$ cat src/hdl/xtt_pkg.sv
// Shared types, codes and helpers of the xid translation table.
// No dependencies; xtt_ctrl and the top level refer to this package.
`timescale 1ns / 1ps
`default_nettype none

package xtt_pkg;

    localparam logic [1:0] OP_CLEAR  = 2'd0;
    localparam logic [1:0] OP_INSERT = 2'd1;
    localparam logic [1:0] OP_LOOKUP = 2'd2;

    localparam logic [2:0] STATUS_DONE           = 3'd0;
    localparam logic [2:0] STATUS_TRANSLATED     = 3'd1;
    localparam logic [2:0] STATUS_NOT_APPLICABLE = 3'd2;
    localparam logic [2:0] STATUS_OWN_NAMESPACE  = 3'd3;
    localparam logic [2:0] STATUS_NOT_FOUND      = 3'd4;
    localparam logic [2:0] STATUS_FULL           = 3'd5;

    localparam logic [1:0] CFG_SHELL_MODE = 2'd0;
    localparam logic [1:0] CFG_PROMOTED   = 2'd1;
    localparam logic [1:0] CFG_WATERMARK  = 2'd2;

    localparam logic [31:0] MIN_NORMAL_XID = 32'd3;

    typedef struct packed {
        logic [1:0]  op;
        logic [31:0] local_id;
        logic [63:0] global_id;
    } xtt_req_t;

    typedef struct packed {
        logic [2:0]  status;
        logic        found;
        logic [63:0] result_id;
    } xtt_rsp_t;

    typedef struct packed {
        logic        shell_mode;
        logic        promoted;
        logic [31:0] watermark;
    } xtt_cfg_t;

    typedef enum logic [2:0] {
        XS_IDLE,
        XS_SEARCH,
        XS_CHECK,
        XS_SHIFT,
        XS_PLACE,
        XS_RESULT
    } xtt_state_t;

    // true when id a comes after watermark w
    function automatic logic xtt_follows(input logic [31:0] a, input logic [31:0] w);
        logic [31:0] d;
        d = a - w;
        if (w >= MIN_NORMAL_XID) begin
            return (d != 32'd0) && !d[31];
        end
        return a > w;
    endfunction

endpackage

`default_nettype wire

$ cat src/hdl/xtt_ctrl.sv
// Sequencer of the xid translation table: lookup gating, binary search,
// insert shift and clear over the key and value RAMs. Depends on xtt_pkg.
`timescale 1ns / 1ps
`default_nettype none

module xtt_ctrl #(
    parameter int TABLE_DEPTH = 1024,
    localparam int AW = (TABLE_DEPTH > 1) ? $clog2(TABLE_DEPTH) : 1,
    localparam int CW = $clog2(TABLE_DEPTH + 1)
) (
    input  wire logic              aclk,
    input  wire logic              aresetn,
    input  wire xtt_pkg::xtt_cfg_t cfg,
    input  wire logic              req_valid,
    output logic                   req_ready,
    input  wire xtt_pkg::xtt_req_t req,
    output logic                   rsp_valid,
    input  wire logic              rsp_ready,
    output xtt_pkg::xtt_rsp_t      rsp,
    output logic                   mem_rd_en,
    output logic [AW-1:0]          mem_rd_addr,
    input  wire logic [31:0]       mem_rd_key,
    input  wire logic [63:0]       mem_rd_val,
    output logic                   mem_wr_en,
    output logic [AW-1:0]          mem_wr_addr,
    output logic [31:0]            mem_wr_key,
    output logic [63:0]            mem_wr_val
);

    localparam logic [CW-1:0] DEPTH_C = CW'(TABLE_DEPTH);
    localparam logic [CW-1:0] ONE_C   = CW'(1);

    xtt_pkg::xtt_state_t state_reg, state_next;
    logic [1:0]          op_reg, op_next;
    logic [31:0]         key_reg, key_next;
    logic [63:0]         gid_reg, gid_next;
    logic [CW-1:0]       lo_reg, lo_next;
    logic [CW-1:0]       hi_reg, hi_next;
    logic [CW-1:0]       addr_reg, addr_next;
    logic [CW-1:0]       count_reg, count_next;
    xtt_pkg::xtt_rsp_t   rsp_reg, rsp_next;

    logic [CW-1:0] lo_t, hi_t, mid_t;
    logic          hit;

    always_ff @(posedge aclk) begin
        if (!aresetn) begin
            state_reg <= xtt_pkg::XS_IDLE;
            count_reg <= '0;
        end else begin
            state_reg <= state_next;
            count_reg <= count_next;
        end
    end

    always_ff @(posedge aclk) begin
        op_reg   <= op_next;
        key_reg  <= key_next;
        gid_reg  <= gid_next;
        lo_reg   <= lo_next;
        hi_reg   <= hi_next;
        addr_reg <= addr_next;
        rsp_reg  <= rsp_next;
    end

    always_comb begin
        state_next  = state_reg;
        op_next     = op_reg;
        key_next    = key_reg;
        gid_next    = gid_reg;
        lo_next     = lo_reg;
        hi_next     = hi_reg;
        addr_next   = addr_reg;
        count_next  = count_reg;
        rsp_next    = rsp_reg;
        req_ready   = 1'b0;
        rsp_valid   = 1'b0;
        mem_rd_en   = 1'b0;
        mem_rd_addr = addr_reg[AW-1:0];
        mem_wr_en   = 1'b0;
        mem_wr_addr = lo_reg[AW-1:0];
        mem_wr_key  = key_reg;
        mem_wr_val  = gid_reg;
        lo_t        = lo_reg;
        hi_t        = hi_reg;
        mid_t       = addr_reg;
        hit         = (lo_reg < count_reg) && (mem_rd_key == key_reg);

        unique case (state_reg)
            xtt_pkg::XS_IDLE: begin
                req_ready = 1'b1;
                if (req_valid) begin
                    op_next  = req.op;
                    key_next = req.local_id;
                    gid_next = req.global_id;
                    lo_next  = '0;
                    hi_next  = count_reg;
                    rsp_next = '{status: xtt_pkg::STATUS_NOT_APPLICABLE,
                                 found: 1'b0, result_id: 64'd0};
                    state_next = xtt_pkg::XS_RESULT;
                    mid_t = count_reg >> 1;
                    unique case (req.op)
                        xtt_pkg::OP_CLEAR: begin
                            count_next      = '0;
                            rsp_next.status = xtt_pkg::STATUS_DONE;
                        end
                        xtt_pkg::OP_INSERT, xtt_pkg::OP_LOOKUP: begin
                            if (req.op == xtt_pkg::OP_LOOKUP &&
                                (!cfg.shell_mode || req.local_id < xtt_pkg::MIN_NORMAL_XID)) begin
                                rsp_next.status = xtt_pkg::STATUS_NOT_APPLICABLE;
                            end else if (req.op == xtt_pkg::OP_LOOKUP && cfg.promoted &&
                                         cfg.watermark != 32'd0 &&
                                         xtt_pkg::xtt_follows(req.local_id, cfg.watermark)) begin
                                rsp_next.status = xtt_pkg::STATUS_OWN_NAMESPACE;
                            end else if (count_reg != '0) begin
                                mem_rd_en   = 1'b1;
                                mem_rd_addr = mid_t[AW-1:0];
                                addr_next   = mid_t;
                                state_next  = xtt_pkg::XS_SEARCH;
                            end else begin
                                state_next = xtt_pkg::XS_CHECK;
                            end
                        end
                        default: begin
                            rsp_next.status = xtt_pkg::STATUS_NOT_APPLICABLE;
                        end
                    endcase
                end
            end

            xtt_pkg::XS_SEARCH: begin
                if (mem_rd_key < key_reg) begin
                    lo_t = addr_reg + ONE_C;
                    hi_t = hi_reg;
                end else begin
                    lo_t = lo_reg;
                    hi_t = addr_reg;
                end
                mid_t   = lo_t + ((hi_t - lo_t) >> 1);
                lo_next = lo_t;
                hi_next = hi_t;
                if (lo_t < hi_t) begin
                    mem_rd_en   = 1'b1;
                    mem_rd_addr = mid_t[AW-1:0];
                    addr_next   = mid_t;
                end else begin
                    if (lo_t < count_reg) begin
                        mem_rd_en   = 1'b1;
                        mem_rd_addr = lo_t[AW-1:0];
                    end
                    state_next = xtt_pkg::XS_CHECK;
                end
            end

            xtt_pkg::XS_CHECK: begin
                state_next = xtt_pkg::XS_RESULT;
                if (op_reg == xtt_pkg::OP_LOOKUP) begin
                    rsp_next.status    = hit ? xtt_pkg::STATUS_TRANSLATED
                                             : xtt_pkg::STATUS_NOT_FOUND;
                    rsp_next.found     = hit;
                    rsp_next.result_id = hit ? mem_rd_val : 64'd0;
                end else if (hit) begin
                    mem_wr_en       = 1'b1;
                    rsp_next.status = xtt_pkg::STATUS_DONE;
                end else if (count_reg >= DEPTH_C) begin
                    rsp_next.status = xtt_pkg::STATUS_FULL;
                end else if (lo_reg < count_reg) begin
                    mid_t       = count_reg - ONE_C;
                    mem_rd_en   = 1'b1;
                    mem_rd_addr = mid_t[AW-1:0];
                    addr_next   = mid_t;
                    state_next  = xtt_pkg::XS_SHIFT;
                end else begin
                    mem_wr_en       = 1'b1;
                    count_next      = count_reg + ONE_C;
                    rsp_next.status = xtt_pkg::STATUS_DONE;
                end
            end

            xtt_pkg::XS_SHIFT: begin
                mid_t       = addr_reg + ONE_C;
                mem_wr_en   = 1'b1;
                mem_wr_addr = mid_t[AW-1:0];
                mem_wr_key  = mem_rd_key;
                mem_wr_val  = mem_rd_val;
                if (addr_reg == lo_reg) begin
                    state_next = xtt_pkg::XS_PLACE;
                end else begin
                    hi_t        = addr_reg - ONE_C;
                    mem_rd_en   = 1'b1;
                    mem_rd_addr = hi_t[AW-1:0];
                    addr_next   = hi_t;
                end
            end

            xtt_pkg::XS_PLACE: begin
                mem_wr_en       = 1'b1;
                count_next      = count_reg + ONE_C;
                rsp_next.status = xtt_pkg::STATUS_DONE;
                state_next      = xtt_pkg::XS_RESULT;
            end

            xtt_pkg::XS_RESULT: begin
                rsp_valid = 1'b1;
                if (rsp_ready) begin
                    state_next = xtt_pkg::XS_IDLE;
                end
            end

            default: begin
                state_next = xtt_pkg::XS_IDLE;
            end
        endcase
    end

    assign rsp = rsp_reg;

endmodule

`default_nettype wire

$ cat config.mk
export PLATFORM = sky130hd
export DESIGN_NAME = xtt_ctrl
export DESIGN_NICKNAME = d
export VERILOG_FILES = /design/src/hdl/xtt_pkg.sv /design/src/hdl/xtt_ctrl.sv
export SDC_FILE = /design/constraint.sdc
export NUM_CORES = 1
export LEC_CHECK = 0
export BUFFER_PORTS_ARGS = -buffer_cell sky130_fd_sc_hd__buf_2
export CAP_MARGIN = 40
export CORE_MARGIN = 1
export CORE_UTILIZATION = 23
export DETAILED_ROUTE_END_ITERATION = 10
export PLACE_DENSITY = 0.47
export RECOVER_POWER = 100
export SYNTH_ARGS = -nofsm -noshare
export SYNTH_HDL_FRONTEND = slang
export SYNTH_SLANG_ARGS = --single-unit
export TNS_END_PERCENT = 100
$ cat constraint.sdc
create_clock -name aclk -period 8.8 [get_ports aclk]
set_input_delay 0.88 -clock aclk [delete_from_list [all_inputs] [get_ports aclk]]
set_output_delay 0.88 -clock aclk [all_outputs]
set_load 0.005 [all_outputs]
=== Word level (Yosys, flattened, before mapping) ===
Index checks and enable logic that the tools add are counted.

* Input bits: 232
* Register bits after elaboration: 213
* Output and inout port bits: 188

* Equal/unequal tests: 28
* Reduce and logical (&&, ||, !) cells: 27
* $add $sub $neg: 7
* Magnitude comparators: 8
* Muxes and demuxes: 100

{| class="wikitable"
|+ Operators by type and width
! operator !! number
|-
| $mux W11 || 23
|-
| $mux W10 || 13
|-
| $pmux W65 S2 || 1
|-
| $mux W64 || 2
|-
| $mux W68 || 1
|-
| $mux W65 || 1
|-
| $reduce_bool A32 Y1 || 2
|-
| $mux W3 || 16
|-
| $pmux W11 S2 || 2
|-
| $pmux W11 S4 || 1
|-
| $pmux W10 S4 || 1
|-
| $lt A11 B11 Y1 || 3
|-
| $pmux W11 S3 || 1
|-
| $eq A32 B32 Y1 || 1
|-
| $ge A32 B2 Y1 const B || 1
|-
| $gt A32 B32 Y1 || 1
|-
| $lt A32 B2 Y1 const B || 1
|-
| $lt A32 B32 Y1 || 1
|-
| $mux W32 || 1
|-
| $sub A32 B32 Y32 || 1
|-
| $mux W1 || 31
|-
| $ne A2 B2 Y1 const B || 15
|-
| $add A11 B1 Y11 const B || 2
|-
| $sub A11 B1 Y11 const B || 2
|-
| other kinds (32) || 46
|}

=== Longest topological paths before layout ===
* Word-level depth: 18
* Mapped depth: 29
* Depth with buffers taken out: 28

=== Least setup slack after synthesis ===
Ideal clock, no wire load.

* Path kind: input port to output port
* Start point: input mem_rd_key[29]
* End point: output mem_rd_addr[9]
* Cell stages on the path: 25
* Arrival: 6.261 ns
* Slack: 1.659 ns
* Required time: 7.920 ns
* Path buffers: 2
* Cells stage by stage: ha_1 -> nand4_1 -> or3_1 -> o22ai_1 -> nor2_1 -> nand2_1 -> clkbuf_1 -> buf_1 -> mux2_2 -> ha_1 -> nor2b_1 -> o21ai_0 -> a21boi_0 -> o21ai_0 -> nor2b_1 -> xnor2_1 -> ha_1 -> a21oi_1 -> o21ai_0 -> a21o_1 -> a21oi_1 -> xor2_1 -> o221ai_1 -> nor2b_1 -> o32a_1

* Cells in the longest elaborated chain, start to end: 7
* Elaborated cells on any way between the ends: 16
* Those cells by class: add/sub: 2; order compare: 3; eq/ne: 1; mux: 9; reduce/logical: 1

{| class="wikitable"
|+ RTL lines
! element !! line !! source
|-
| from (decl) || xtt_ctrl.sv:22 || <nowiki>input wire logic [31:0] mem_rd_key,</nowiki>
|-
| $lt A32 B32 Y1 || xtt_ctrl.sv:132 || <nowiki>if (mem_rd_key < key_reg) begin</nowiki>
|-
| $mux W11 || xtt_ctrl.sv:132 ||
|-
| $mux W11 || xtt_ctrl.sv:89 || <nowiki>unique case (state_reg)</nowiki>
|-
| $sub A11 B11 Y11 / $lt A11 B11 Y1 (equally long branches) || xtt_ctrl.sv:139, xtt_ctrl.sv:147 ||
|-
| $add A11 B10 Y11 / $mux W10 (equally long branches) || xtt_ctrl.sv:139, xtt_ctrl.sv:147 ||
|-
| $mux W10 || xtt_ctrl.sv:142 || <nowiki>if (lo_t < hi_t) begin</nowiki>
|-
| $pmux W10 S4 (*) || xtt_ctrl.sv:89 ||
|-
| to (decl) || xtt_ctrl.sv:21 || <nowiki>output logic [AW-1:0] mem_rd_addr,</nowiki>
|}

Every way passes the cells marked *; elsewhere a longest branch is shown, timed or not. The select of a mux whose other input is x is not followed.

=== Worst setup path after layout ===
* Start point: input mem_rd_key[31]
* End point: output mem_rd_addr[9]

The elaborated chain is that of the path after synthesis.

==> results.py <==
metrics = {
    "floorplanning": {
        "fp.dieW_um": 258.6,
        "num_rows": 93,
        "die_area_um2": 66850,
        "die_h_um": 258.6,
        "core_area_um2": 64700,
        "start_util_pct": 23.40,
        "io_pins": 420,
    },
    "power": {
        "vdd_drop_max_mv": 0.2059,
        "p_leak_uw": 0.007744,
        "power_uw": 6800,
        "powerDensity_nw_per_um2": 360.2,
    },
    "timing": {
        "finalHoldViolations": 0,
        "drv_slew": 318,
        "min_period_ns": 8.003,
        "worstMarginPinSlew_ns": 3.848,
        "skew_ns": 0.02212,
        "rsz0062_at_grt": "false",
        "setup_violations": 0,
        "clock.fmax_ghz": 0.1250,
        "fin_setup_tns_ns": 0,
        "slew_headroom_pct": -156.5,
        "finalCritPeriodShare_pct": 90.94,
        "layout_setup_ws_ns": 0.7973,
    },
    "min_path": {
        "hp-class": "input pin to flop",
    },
    "routing": {
        "vias_per_cell": 4.956,
        "vias": 14760,
        "drt_iter0_markers": 1068,
        "ant_nets": 0,
        "wirelength_um": 62380,
        "wl_per_cell_um": 20.94,
        "drc": 0,
        "firstDrtPassIters": 6,
    },
    "synthesis": {
        "synthMuxAreaShare_pct": 1.851,
        "yosysUniqueCellTypes": 74,
        "synthFlopType": "edfxtp_1",
        "synth_seq_cells": 213,
        "synth_common_cells": "nand2_1, edfxtp_1, ha_1, inv_1, a21oi_1",
        "yosys-top-cells-area": "edfxtp_1, ha_1, nand2_1, a21oi_1, o21ai_0",
        "yosys.area_share.simple_pct": 21.91,
        "ys_seq_area_share_pct": 41.33,
        "synth_xor_area_share_pct": 4.281,
        "synth_area_leader_cell": "edfxtp_1",
        "synth-compound-area-share_pct": 15.98,
        "syn_inst": 1708,
        "synth_edf_count": 199,
        "yosysMostFrequentCell": "nand2_1",
        "syn_area_um2": 15140,
        "synthArstFlopShare_pct": 0,
        "synth_nets": 2055,
        "synth_top_family_by_area": "simple AND/OR/NAND/NOR gates",
        "yosysTopAreaCellShare_pct": 39.47,
        "syn_area_per_cell_um2": 8.863,
        "synth_fa_ha_area_share_pct": 9.654,
        "yosysWarnings": 0,
    },
    "clocking": {
        "root_buffer": "clkbuf_16",
        "cts_buffer_depth": 3,
        "ctsResizeCount": 0,
        "worst_skew_pair.late_latency_ns": 0.59,
        "cts_tree": "yes",
        "htreeDepth": 1,
        "numCtsBuffers": 29,
        "cts.reportedPaths.clkPinSlew_ns": 0.06,
        "cts_hold_buf": 0,
        "postCtsSetupRepairBufs": 0,
        "cts_sinks": 213,
    },
    "finish": {
        "n_antenna_cell": 0,
        "area_growth_pct": 24.72,
        "final_cell_area_um2": 18880,
        "fin_nets": 2450,
        "final_layout_size_suffix_gt1_share_pct": 14.88,
        "largest_reg_flops": 68,
    },
    "placement": {
        "detailed_place_hpwl_um": 48930,
        "dp_slack_ns": 0.8245,
        "place_area_um2": 18280,
        "gp_congestion": 0.9585,
        "place.port_buffers": 419,
    },
    "worst_setup_path": {
        "cp_max_fo": 10,
        "crit_path_top_delay_cell": "or3_1",
        "critPathKind": "input pin to output pin",
        "critPathRequiredTime_ns": 7.92,
        "crit_path_start_kind": "input pin",
        "end_kind": "output pin",
        "arrival_ns": 7.12,
        "slowest_delay_ns": 0.50,
    },
    "global_routing": {
        "grt_pass1_wl_um": 92050,
        "first_global_vias": 14740,
        "grt.overflow.total": 0,
        "grt_max_degree": 77,
        "antenna_found_initial": 5,
        "track_usage_pct": 17.95,
    },
    "job": {
        "cap_violations": 6,
    },
    "outcome": {
        "status": "finished with violations",
        "failed_checks": "capacitance limit, slew limit",
    },
}
## per-stage QoR
stage / hold slack (ns) / cells / utilization (%)
global route: 0.4331 / 2979 / 29.18
global placement: 0.5798 / 2922 / 28.07
detailed placement: 0.5873 / 2927 / 28.25
floorplan: 0.4932 / 1708 / -
finish: 0.4722 / 2979 / 29.18
CTS: 0.4194 / 2979 / 29.73
## where the power goes
| group | internal [µW] | switching (µW) |
|---|---|---|
| Combinational | 1420 | 2360 |
| Clock | 744 | 478 |
| Sequential | 1560 | 243 |
## worst max-delay path: cells and delay by family
kind	cells	cell delay, ns
AND/OR/NAND/NOR	7	1.38
buffers and inverters	6	1.39
AO/OA/AOI/OAI	9	2.10
adder cells (fa/ha/maj)	3	0.94
XOR/XNOR	2	0.43
## cell usage in the layout (no fill, tap or decap), types with 6 or more instances in the layout
cell type | synthesis | routed
and2_1 | 73 | 31
a221o_1 | 7 | 7
nor2b_1 | 14 | 14
a21oi_1 | 102 | 102
o21bai_1 | 12 | 12
dfxtp_1 | 14 | 14
a31oi_1 | 8 | 8
nor2_1 | 94 | 94
o2111ai_1 | 6 | 6
clkinv_1 | 0 | 7
clkbuf_1 | 59 | 199
nor4_1 | 26 | 27
xor2_1 | 19 | 19
o221ai_1 | 7 | 7
or3_1 | 11 | 11
nand2_1 | 346 | 346
nand4_1 | 38 | 38
or4_1 | 6 | 6
o21a_1 | 17 | 17
mux2i_1 | 10 | 10
nor3_1 | 23 | 23
a21o_1 | 36 | 36
and2_0 | 0 | 42
clkbuf_16 | 0 | 29
buf_4 | 1 | 9
edfxtp_1 | 199 | 199
o211ai_1 | 10 | 10
nand2b_1 | 14 | 14
ha_1 | 112 | 112
buf_2 | 11 | 239
and3_1 | 14 | 13
o22ai_1 | 9 | 9
o21ai_0 | 100 | 100
nand3_1 | 28 | 28
a211oi_1 | 10 | 10
inv_1 | 108 | 107
mux2_1 | 0 | 12
xnor2_1 | 55 | 55
## cells by family after synthesis
kind of cell | after synthesis
AOI/OAI and AO/OA | 379
DFF | 213
buffers and inverters | 193
and+or+nand+nor | 708
adders and majority gates | 115
muxes | 26
xor gates and xnor gates | 74
## layer usage
layer | vias up | global-route usage, % | routed length (µm)
li1 | 6897 | - | -
met1 | 7017 | 21.53 | 25340
met2 | 693 | 31.20 | 29440
met3 | 150 | 3.717 | 4885
met4 | 6 | 7.133 | 2670
met5 | - | 0 | 36
## worst paths after layout
check	start	endpoint	slack (ns)	cells past startpoint
worst max-delay path	mem_rd_key[31]	mem_rd_addr[9]	0.80	27
worst min-delay path	req[32]	gid_reg[32]	0.47	1
worst max register to register	key_reg[25]	addr_reg[8]	1.84	20
worst min register to register	count_reg[9]	count_reg[9]	0.60	2
## cell type report
cell class	instances	area (µm²)
multi-input cells	1302	8132
well taps	855	1070
clock buffers	34	744.5
flip-flops and latches	213	6256
inverters	109	410.4
repair buffers	448	2052
clock inverters	18	216.5
fillers	7049	45820
No activity file was read; power rests on OpenSTA's default activity.
